[src/sv/acss_pkg.sv]
// Package for the ADC channel scan sequencer: command, action, phase and
// register codes plus the stream payload widths. No dependencies.
`default_nettype none

package acss_pkg;

  // Input item kinds (carried on the slave tuser)
  localparam logic [2:0] CmdScanReq  = 3'd0;
  localparam logic [2:0] CmdMsTick   = 3'd1;
  localparam logic [2:0] CmdWrDone   = 3'd2;
  localparam logic [2:0] CmdRdDone   = 3'd3;
  localparam logic [2:0] CmdBusError = 3'd4;

  // Bus actions requested by a result item (carried on the master tuser)
  localparam logic [2:0] ActNone     = 3'd0;
  localparam logic [2:0] ActWriteCfg = 3'd1;
  localparam logic [2:0] ActRdStatus = 3'd2;
  localparam logic [2:0] ActRdConv   = 3'd3;
  localparam logic [2:0] ActBusReset = 3'd4;

  // Device register pointers
  localparam logic [1:0] PtrConv = 2'd0;
  localparam logic [1:0] PtrCfg  = 2'd1;

  // Sequencer phases
  localparam logic [1:0] PhIdle  = 2'd0;
  localparam logic [1:0] PhStart = 2'd1;
  localparam logic [1:0] PhPoll  = 2'd2;
  localparam logic [1:0] PhRead  = 2'd3;

  // Configuration register indexes (byte address is four times the index)
  localparam logic [2:0] RegChanCount = 3'd0;
  localparam logic [2:0] RegDiffMode  = 3'd1;
  localparam logic [2:0] RegPgaGain   = 3'd2;
  localparam logic [2:0] RegDataRate  = 3'd3;
  localparam logic [2:0] RegTimeout   = 3'd4;

  // Most channels the device offers
  localparam logic [2:0] MaxChannels = 3'd4;

  localparam logic [15:0] TimeoutReset = 16'd4000;

  localparam int unsigned InDataW  = 24;
  localparam int unsigned OutDataW = 40;
  localparam int unsigned PaddrW   = 5;

endpackage

`default_nettype wire

[src/sv/adc_channel_scan_sequencer_unit.sv]
// Top level of the ADC channel scan sequencer: stream channels, APB
// configuration registers and the scan state machine. Depends on acss_pkg.
//
// Usage: each input item on the s_axis channel is one bus event: a scan
// request, a millisecond tick, a finished write, a finished read (with the
// word read in rx_data) or a bus error. For every accepted input item the
// block delivers exactly one result item on m_axis, telling the bus master
// what to do next (write the config register, read status, read the
// conversion register, reset the bus, or nothing) and, when a conversion
// has been read, the rescaled sample with its channel. tlast marks the
// sample that ends a scan.
// An accepted input item is held in the input register, which feeds short
// scan-update logic that loads the result register; the result item is
// presented on m_axis from that result register.
// Throughput is one item per cycle while the receiver keeps m_axis_tready high.
// When the receiver stalls, the result register holds its item, the input
// register can still take one more item, and s_axis_tready falls only once
// both registers are occupied.
// Reset (rst_ni low, asynchronous) empties both registers, puts the
// sequencer in idle with channel 0 and a zero millisecond count, and loads
// the configuration registers with their defaults (one channel,
// single-ended, gain and rate codes 0, timeout 4000 ms).
// The user must write configuration through the APB port only while no item
// is in flight (not enforced); writes take effect for the next item processed.
`default_nettype none

module adc_channel_scan_sequencer_unit (
  input  logic                          clk_i,
  input  logic                          rst_ni,
  // slave stream: tdata = {pad, bus_busy[16], rx_data[15:0]}, tuser = cmd
  input  logic                          s_axis_tvalid,
  output logic                          s_axis_tready,
  input  logic [acss_pkg::InDataW-1:0]  s_axis_tdata,
  input  logic [2:0]                    s_axis_tuser,
  // master stream: tdata = {pad, sample_value[36:21], sample_channel[20:19],
  // sample_valid[18], write_data[17:2], reg_pointer[1:0]}, tuser = action,
  // tlast = scan_done
  output logic                          m_axis_tvalid,
  input  logic                          m_axis_tready,
  output logic [acss_pkg::OutDataW-1:0] m_axis_tdata,
  output logic [2:0]                    m_axis_tuser,
  output logic                          m_axis_tlast,
  // APB configuration port
  input  logic                          psel,
  input  logic                          penable,
  input  logic                          pwrite,
  input  logic [acss_pkg::PaddrW-1:0]   paddr,
  input  logic [31:0]                   pwdata,
  output logic [31:0]                   prdata,
  output logic                          pready
);

  import acss_pkg::*;

  // ---------------------------------------------------------------------
  // Configuration registers
  // ---------------------------------------------------------------------
  logic [2:0]  chan_count_q;
  logic        diff_mode_q;
  logic [2:0]  pga_gain_q;
  logic [2:0]  data_rate_q;
  logic [15:0] timeout_ms_q;
  logic        cfg_wr;
  logic [2:0]  cfg_idx;

  assign pready  = 1'b1;
  assign cfg_wr  = psel & penable & pwrite & pready;
  assign cfg_idx = paddr[4:2];

  always_ff @(posedge clk_i or negedge rst_ni) begin
    if (!rst_ni) begin
      chan_count_q <= 3'd1;
      diff_mode_q  <= 1'b0;
      pga_gain_q   <= 3'd0;
      data_rate_q  <= 3'd0;
      timeout_ms_q <= TimeoutReset;
    end else if (cfg_wr) begin
      unique case (cfg_idx)
        RegChanCount: chan_count_q <= pwdata[2:0];
        RegDiffMode:  diff_mode_q  <= pwdata[0];
        RegPgaGain:   pga_gain_q   <= pwdata[2:0];
        RegDataRate:  data_rate_q  <= pwdata[2:0];
        RegTimeout:   timeout_ms_q <= pwdata[15:0];
        default: ;
      endcase
    end
  end

  always_comb begin
    unique case (cfg_idx)
      RegChanCount: prdata = {29'd0, chan_count_q};
      RegDiffMode:  prdata = {31'd0, diff_mode_q};
      RegPgaGain:   prdata = {29'd0, pga_gain_q};
      RegDataRate:  prdata = {29'd0, data_rate_q};
      RegTimeout:   prdata = {16'd0, timeout_ms_q};
      default:      prdata = 32'd0;
    endcase
  end

  // ---------------------------------------------------------------------
  // Input register
  // ---------------------------------------------------------------------
  logic        in_valid_q;
  logic [2:0]  cmd_q;
  logic [15:0] rx_q;
  logic        busy_q;
  logic        advance;

  // The item in the input register moves on when the result register is
  // empty or its item is being taken this cycle.
  assign advance       = in_valid_q & (~m_axis_tvalid | m_axis_tready);
  assign s_axis_tready = ~in_valid_q | advance;

  always_ff @(posedge clk_i or negedge rst_ni) begin
    if (!rst_ni) begin
      in_valid_q <= 1'b0;
    end else if (s_axis_tready) begin
      in_valid_q <= s_axis_tvalid;
    end
  end

  always_ff @(posedge clk_i) begin
    if (s_axis_tvalid && s_axis_tready) begin
      cmd_q  <= s_axis_tuser;
      rx_q   <= s_axis_tdata[15:0];
      busy_q <= s_axis_tdata[16];
    end
  end

  // ---------------------------------------------------------------------
  // Helpers
  // ---------------------------------------------------------------------
  // Channel count in use: at least one, at most four, or two for differential pairs.
  logic [2:0] count_hi;
  logic [2:0] eff_count;

  always_comb begin
    count_hi = diff_mode_q ? 3'd2 : 3'd4;
    if (count_hi > MaxChannels) begin
      count_hi = MaxChannels;
    end
    eff_count = chan_count_q;
    if (eff_count < 3'd1) begin
      eff_count = 3'd1;
    end
    if (eff_count > count_hi) begin
      eff_count = count_hi;
    end
  end

  // Config word for a single-shot conversion on channel ch.
  function automatic logic [15:0] cfg_word(input logic [1:0] ch, input logic diff,
                                           input logic [2:0] gain,
                                           input logic [2:0] rate);
    logic [15:0] mux;
    logic [2:0]  g;
    g = (gain > 3'd5) ? 3'd5 : gain;
    if (diff) begin
      unique case (ch)
        2'd0: mux = 16'h0000;
        2'd1: mux = 16'h3000;
        2'd2: mux = 16'h1000;
        2'd3: mux = 16'h2000;
        default: mux = 16'h0000;
      endcase
    end else begin
      mux = 16'h4000 | {2'b00, ch, 12'h000};
    end
    return 16'h8103 | mux | {8'h00, rate, 5'd0} | {4'h0, g, 9'd0};
  endfunction

  // Single-ended samples: negative codes clip to zero, then (x-16383)*2-1,
  // which in 16 bits is 2x + 0x8001.
  logic [15:0] conv_val;
  logic [14:0] se_x;

  always_comb begin
    se_x = rx_q[15] ? 15'd0 : rx_q[14:0];
    conv_val = diff_mode_q ? rx_q : ({se_x, 1'b0} + 16'h8001);
  end

  // ---------------------------------------------------------------------
  // Scan state and result computation
  // ---------------------------------------------------------------------
  logic [1:0]  phase_q, phase_d;
  logic [2:0]  chan_idx_q, chan_idx_d;
  logic [15:0] elapsed_q, elapsed_d;
  logic [2:0]  chan_next;

  logic [2:0]  act_d;
  logic [1:0]  ptr_d;
  logic [15:0] wdata_d;
  logic        svalid_d;
  logic [1:0]  sch_d;
  logic [15:0] sval_d;
  logic        done_d;

  assign chan_next = chan_idx_q + 3'd1;

  always_comb begin
    phase_d    = phase_q;
    chan_idx_d = chan_idx_q;
    elapsed_d  = elapsed_q;
    act_d      = ActNone;
    ptr_d      = PtrConv;
    wdata_d    = 16'd0;
    svalid_d   = 1'b0;
    sch_d      = 2'd0;
    sval_d     = 16'd0;
    done_d     = 1'b0;
    unique case (cmd_q)
      CmdScanReq: begin
        // A stale scan (timeout passed) resets the bus instead of starting.
        if (elapsed_q > timeout_ms_q) begin
          act_d      = ActBusReset;
          phase_d    = PhIdle;
          chan_idx_d = 3'd0;
          elapsed_d  = 16'd0;
        end else if (phase_q == PhIdle && !busy_q) begin
          chan_idx_d = 3'd0;
          phase_d    = PhStart;
          act_d      = ActWriteCfg;
          ptr_d      = PtrCfg;
          wdata_d    = cfg_word(2'd0, diff_mode_q, pga_gain_q, data_rate_q);
        end
      end
      CmdMsTick: begin
        if (elapsed_q != 16'hFFFF) begin
          elapsed_d = elapsed_q + 16'd1;
        end
      end
      CmdWrDone: begin
        if (phase_q == PhStart) begin
          phase_d = PhPoll;
          act_d   = ActRdStatus;
          ptr_d   = PtrCfg;
        end
      end
      CmdRdDone: begin
        if (phase_q == PhPoll) begin
          // Bit 15 of the status word means the conversion has finished.
          if (rx_q[15]) begin
            phase_d = PhRead;
            act_d   = ActRdConv;
            ptr_d   = PtrConv;
          end else begin
            act_d = ActRdStatus;
            ptr_d = PtrCfg;
          end
        end else if (phase_q == PhRead) begin
          svalid_d = 1'b1;
          sch_d    = chan_idx_q[1:0];
          sval_d   = conv_val;
          if (chan_next < eff_count) begin
            chan_idx_d = chan_next;
            phase_d    = PhStart;
            act_d      = ActWriteCfg;
            ptr_d      = PtrCfg;
            wdata_d    = cfg_word(chan_next[1:0], diff_mode_q, pga_gain_q, data_rate_q);
          end else begin
            done_d     = 1'b1;
            chan_idx_d = 3'd0;
            elapsed_d  = 16'd0;
            phase_d    = PhIdle;
          end
        end
      end
      CmdBusError: begin
        phase_d = PhIdle;
        act_d   = ActBusReset;
      end
      default: ;
    endcase
  end

  always_ff @(posedge clk_i or negedge rst_ni) begin
    if (!rst_ni) begin
      phase_q    <= PhIdle;
      chan_idx_q <= 3'd0;
      elapsed_q  <= 16'd0;
    end else if (advance) begin
      phase_q    <= phase_d;
      chan_idx_q <= chan_idx_d;
      elapsed_q  <= elapsed_d;
    end
  end

  // ---------------------------------------------------------------------
  // Result register
  // ---------------------------------------------------------------------
  logic        out_valid_q;
  logic [2:0]  act_q;
  logic [1:0]  ptr_q;
  logic [15:0] wdata_q;
  logic        svalid_q;
  logic [1:0]  sch_q;
  logic [15:0] sval_q;
  logic        done_q;

  always_ff @(posedge clk_i or negedge rst_ni) begin
    if (!rst_ni) begin
      out_valid_q <= 1'b0;
    end else if (advance) begin
      out_valid_q <= 1'b1;
    end else if (m_axis_tready) begin
      out_valid_q <= 1'b0;
    end
  end

  always_ff @(posedge clk_i) begin
    if (advance) begin
      act_q    <= act_d;
      ptr_q    <= ptr_d;
      wdata_q  <= wdata_d;
      svalid_q <= svalid_d;
      sch_q    <= sch_d;
      sval_q   <= sval_d;
      done_q   <= done_d;
    end
  end

  assign m_axis_tvalid = out_valid_q;
  assign m_axis_tuser  = act_q;
  assign m_axis_tlast  = done_q;
  assign m_axis_tdata  = {3'd0, sval_q, sch_q, svalid_q, wdata_q, ptr_q};

endmodule

`default_nettype wire

[config.mk]
export PLATFORM = sky130hd
export DESIGN_NAME = adc_channel_scan_sequencer_unit
export DESIGN_NICKNAME = d
export VERILOG_FILES = /design/src/sv/acss_pkg.sv /design/src/sv/adc_channel_scan_sequencer_unit.sv
export SDC_FILE = /design/constraint.sdc
export NUM_CORES = 1
export LEC_CHECK = 0
export BUFFER_PORTS_ARGS = -buffer_cell sky130_fd_sc_hd__buf_2
export CORE_MARGIN = 2
export CORE_UTILIZATION = 30
export CTS_CLUSTER_DIAMETER = 80
export DETAILED_ROUTE_END_ITERATION = 16
export GPL_ROUTABILITY_DRIVEN = 0
export PLACE_DENSITY = 0.61
export SLEW_MARGIN = 20
export SYNTH_ARGS = -nofsm -noshare
export SYNTH_HDL_FRONTEND = slang
export SYNTH_SLANG_ARGS = --single-unit
[constraint.sdc]
create_clock -name clk_i -period 3.6 [get_ports clk_i]
set_input_delay 0.36 -clock clk_i [delete_from_list [all_inputs] [get_ports clk_i]]
set_output_delay 0.36 -clock clk_i [all_outputs]
set_load 0.03 [all_outputs]
==> impl_metrics.ini <==
[layout]
layout_commonest_cell = buf_2
n_antenna_cell = 0
layout_common_cells = 100 x buf_2, 54 x edfxtp_1, 43 x nor2_1, 43 x nand2_1, 42 x dfrtp_1
drive_above_1_share_pct = 25.2
nets = 691
fill_cells = 1749
syn_to_final_growth_pct = 17.2

[flow_run]
cap_violations = 0

[cts]
clockBufferDepth = 2
clock_sinks = 103
cts_tree = built
post-cts-setup-buffers = 0
clk-insertion-delay-late_ns = 0.35
cts_buffers = 9
ctsHoldBuffers = 0
htreeDepth = 3
cts.clk_slew.worst_paths_ns = 0.07
cts-resized-gates = 0
cts_root_buf = clkbuf_16

[global_route]
antenna_found_initial = 0
grt.total_usage_pct = 12.1
grt_pass1_wl_microns = 17900
grt_start_max_net_pins = 36
grt_pass1_vias = 3576
overflow = 0

[power]
seqPwrFrac_pct = 47.7
p_comb_share_pct = 22.6
switching_share_pct = 32.8
vdd_drop_max_mv = 0.232
p_int_w = 0.00215
clkPwrFrac_pct = 29.7
powerDensity_mw_per_mm2 = 515
leakage_nw = 2.74
power.switching_w = 0.00105

[yosys]
syn_avg_cell_area_sq_um = 10.5
synthArstFlopShare_pct = 47.6
syn_inst = 505
ys_ff_latch = 103
synth_edf_count = 54
yosysWarningCount = 0
synth_flop_cell = edfxtp_1
synth.distinct_cells = 49
yosysSeqAreaShare_pct = 53.8
synth.cell_area_sq_mm = 0.00531

[detailed_routing]
avgViaCountPerCell = 4.61
drc = 0
wl_met3_microns = 527
drt_iter0_markers = 158
ant_nets = 0
wire_per_inst_microns = 13.4
wl_met1_microns = 5220
drt_pass1_iterations = 4
dr_wl_met2_microns = 5170
top_layer = met4
finalWirelength_microns = 11100
vias = 3812

[sta]
period_needed_ns = 2.84
rsz0062_at_grt = no
tightest_slew_ns = 0.902
clock_skew_ns = 0.00998
whs_ns = 0.0266
setup_viol = 0
relSlewSlack_pct = 39.9
hold_viol_final = 0
setup_tns_ns = 0
drv_slew = 0
fin_crit_sh_pct = 79.0
fmax_ghz = 0.352

[run_status]
outcome = completed

[placement]
port_buffers = 100
dp_hpwl_microns = 8120

[die]
num_rows = 48
dieArea_sq_mm = 0.0188
die_w_microns = 137
io_pins = 150
start_util_pct = 30.7
coreArea_sq_mm = 0.0173
die_h_microns = 137

[setup_path]
reg2reg_to = elapsed_q[5]$_DFFE_PN0P_
reg2reg_from = chan_idx_q[0]$_DFFE_PN0P_
end_kind = register
worstSetupStartpointType = register
worst_ep_required_time_ns = 3.88
reg2reg_depth = 11
ff2ff_setup_slack_ns = 0.76
arrival_ns = 3.12
crit_type = register to register
cp_max_fo = 16

[hold_path]
hold_path_class = primary input to async pin
==> registers in the layout, indices dropped and copies added, names as in the netlist <==
| signal | cells |
|---|---|
| elapsed_q | 16 |
| rx_q | 16 |
| sval_q | 16 |
| timeout_ms_q | 16 |
| wdata_q | 10 |
| chan_count_q | 3 |
| chan_idx_q | 3 |
| cmd_q | 3 |
| data_rate_q | 3 |
| m_axis_tuser | 3 |
| pga_gain_q | 3 |
| phase_q | 2 |
| sch_q | 2 |
| busy_q | 1 |
| diff_mode_q | 1 |
| in_valid_q | 1 |
| m_axis_tlast | 1 |
| m_axis_tvalid | 1 |
| ptr_q | 1 |
| svalid_q | 1 |
==> synth_stat cells (6+ instances only) <==
| master | n | area [sq um] |
|---|---|---|
| edfxtp_1 | 54 | 1620 |
| nand2_1 | 43 | 161 |
| nor2_1 | 43 | 161 |
| dfrtp_1 | 42 | 1050 |
| inv_1 | 35 | 131 |
| o21ai_0 | 35 | 175 |
| buf_4 | 31 | 233 |
| a21oi_1 | 26 | 130 |
| ha_1 | 23 | 288 |
| and3_1 | 16 | 100 |
| clkbuf_1 | 16 | 60.1 |
| nor3_1 | 16 | 80.1 |
| a22oi_1 | 15 | 113 |
| nand3_1 | 13 | 65.1 |
| mux2_2 | 11 | 124 |
| nor2b_1 | 10 | 62.6 |
| o2bb2ai_1 | 8 | 70.1 |
| dfstp_2 | 7 | 184 |
| a21o_1 | 6 | 45.0 |
==> final cells by class <==
class	count	area [sq um]	area share (%)
multi-input cells	340	2110	33.9
flip-flops and latches	103	2860	45.9
well taps	225	282	4.52
clock inverters	7	62.6	1.00
repair buffers	108	561	9.00
clock buffers	9	225	3.62
inverters	35	131	2.11
==> critical path, stage by stage (launching register included) <==
cell     delay, ns
dfrtp_1       0.44
ha_1          0.24
nor2b_1       0.13
or2_2         0.29
ha_1          0.31
a21oi_1       0.14
inv_1         0.05
a31oi_1       0.19
a21o_1        0.14
buf_4         0.18
a21o_1        0.44
a22o_1        0.22
==> per-layer routing <==
metal  global-route usage [%]  up-vias
met2                     19.2       84
met4                     3.89        0
met5                        0        -
met3                     2.67       12
li1                         -     1945
met1                     16.4     1771
==> stage by stage <==
stage | instance area, sq um | util (%) | total power [W] | setup slack, ns | cells
after floorplan | 5390 | - | 0.00208 | 0.938 | 527
after global placement | 5940 | 34.3 | 0.00227 | 0.754 | 811
after detailed placement | 5940 | 34.3 | 0.00229 | 0.742 | 811
after CTS | 6230 | 36.0 | 0.00324 | 0.726 | 827
after global routing | 6230 | 36.0 | 0.00341 | 0.460 | 827
final | 6230 | 36.0 | 0.00320 | 0.758 | 827
==> power by group through the flow <==
stage	Clock [W]	Combinational (W)	Sequential, W
after floorplan	0	0.000516	0.00157
after global placement	0	0.000726	0.00155
after detailed placement	0	0.000735	0.00155
after CTS	0.000977	0.000739	0.00153
after global routing	0.00103	0.000825	0.00155
final	0.000952	0.000725	0.00153
==> logic make-up after synthesis <==
| family | count (synthesis) | share of synthesized area (%) |
|---|---|---|
| simple gates | 163 | 14.7 |
| flops | 103 | 53.8 |
| fa+ha+maj | 23 | 5.42 |
| compound gates | 113 | 14.1 |
| other cells | 2 | 0.141 |
| mux | 17 | 3.70 |
| buf+inv | 84 | 8.17 |
==> how the worst max path moves through the flow <==
stage          slack (ns)  cells after the start                      start                        to
2_1_floorplan        0.94                     12  chan_idx_q[0]$_DFFE_PN0P_  elapsed_q[6]$_DFFE_PN0P_
3_3_place_gp         0.75                     11  chan_idx_q[0]$_DFFE_PN0P_  elapsed_q[6]$_DFFE_PN0P_
3_5_place_dp         0.74                      7  elapsed_q[13]$_DFFE_PN0P_        ptr_q[0]$_DFFE_PP_
4_1_cts              0.73                     11  chan_idx_q[0]$_DFFE_PN0P_  elapsed_q[5]$_DFFE_PN0P_
5_1_grt              0.46                      7  elapsed_q[13]$_DFFE_PN0P_        ptr_q[0]$_DFFE_PP_
6_report             0.76                     11  chan_idx_q[0]$_DFFE_PN0P_  elapsed_q[5]$_DFFE_PN0P_
(Power assumes the default switching activity.)
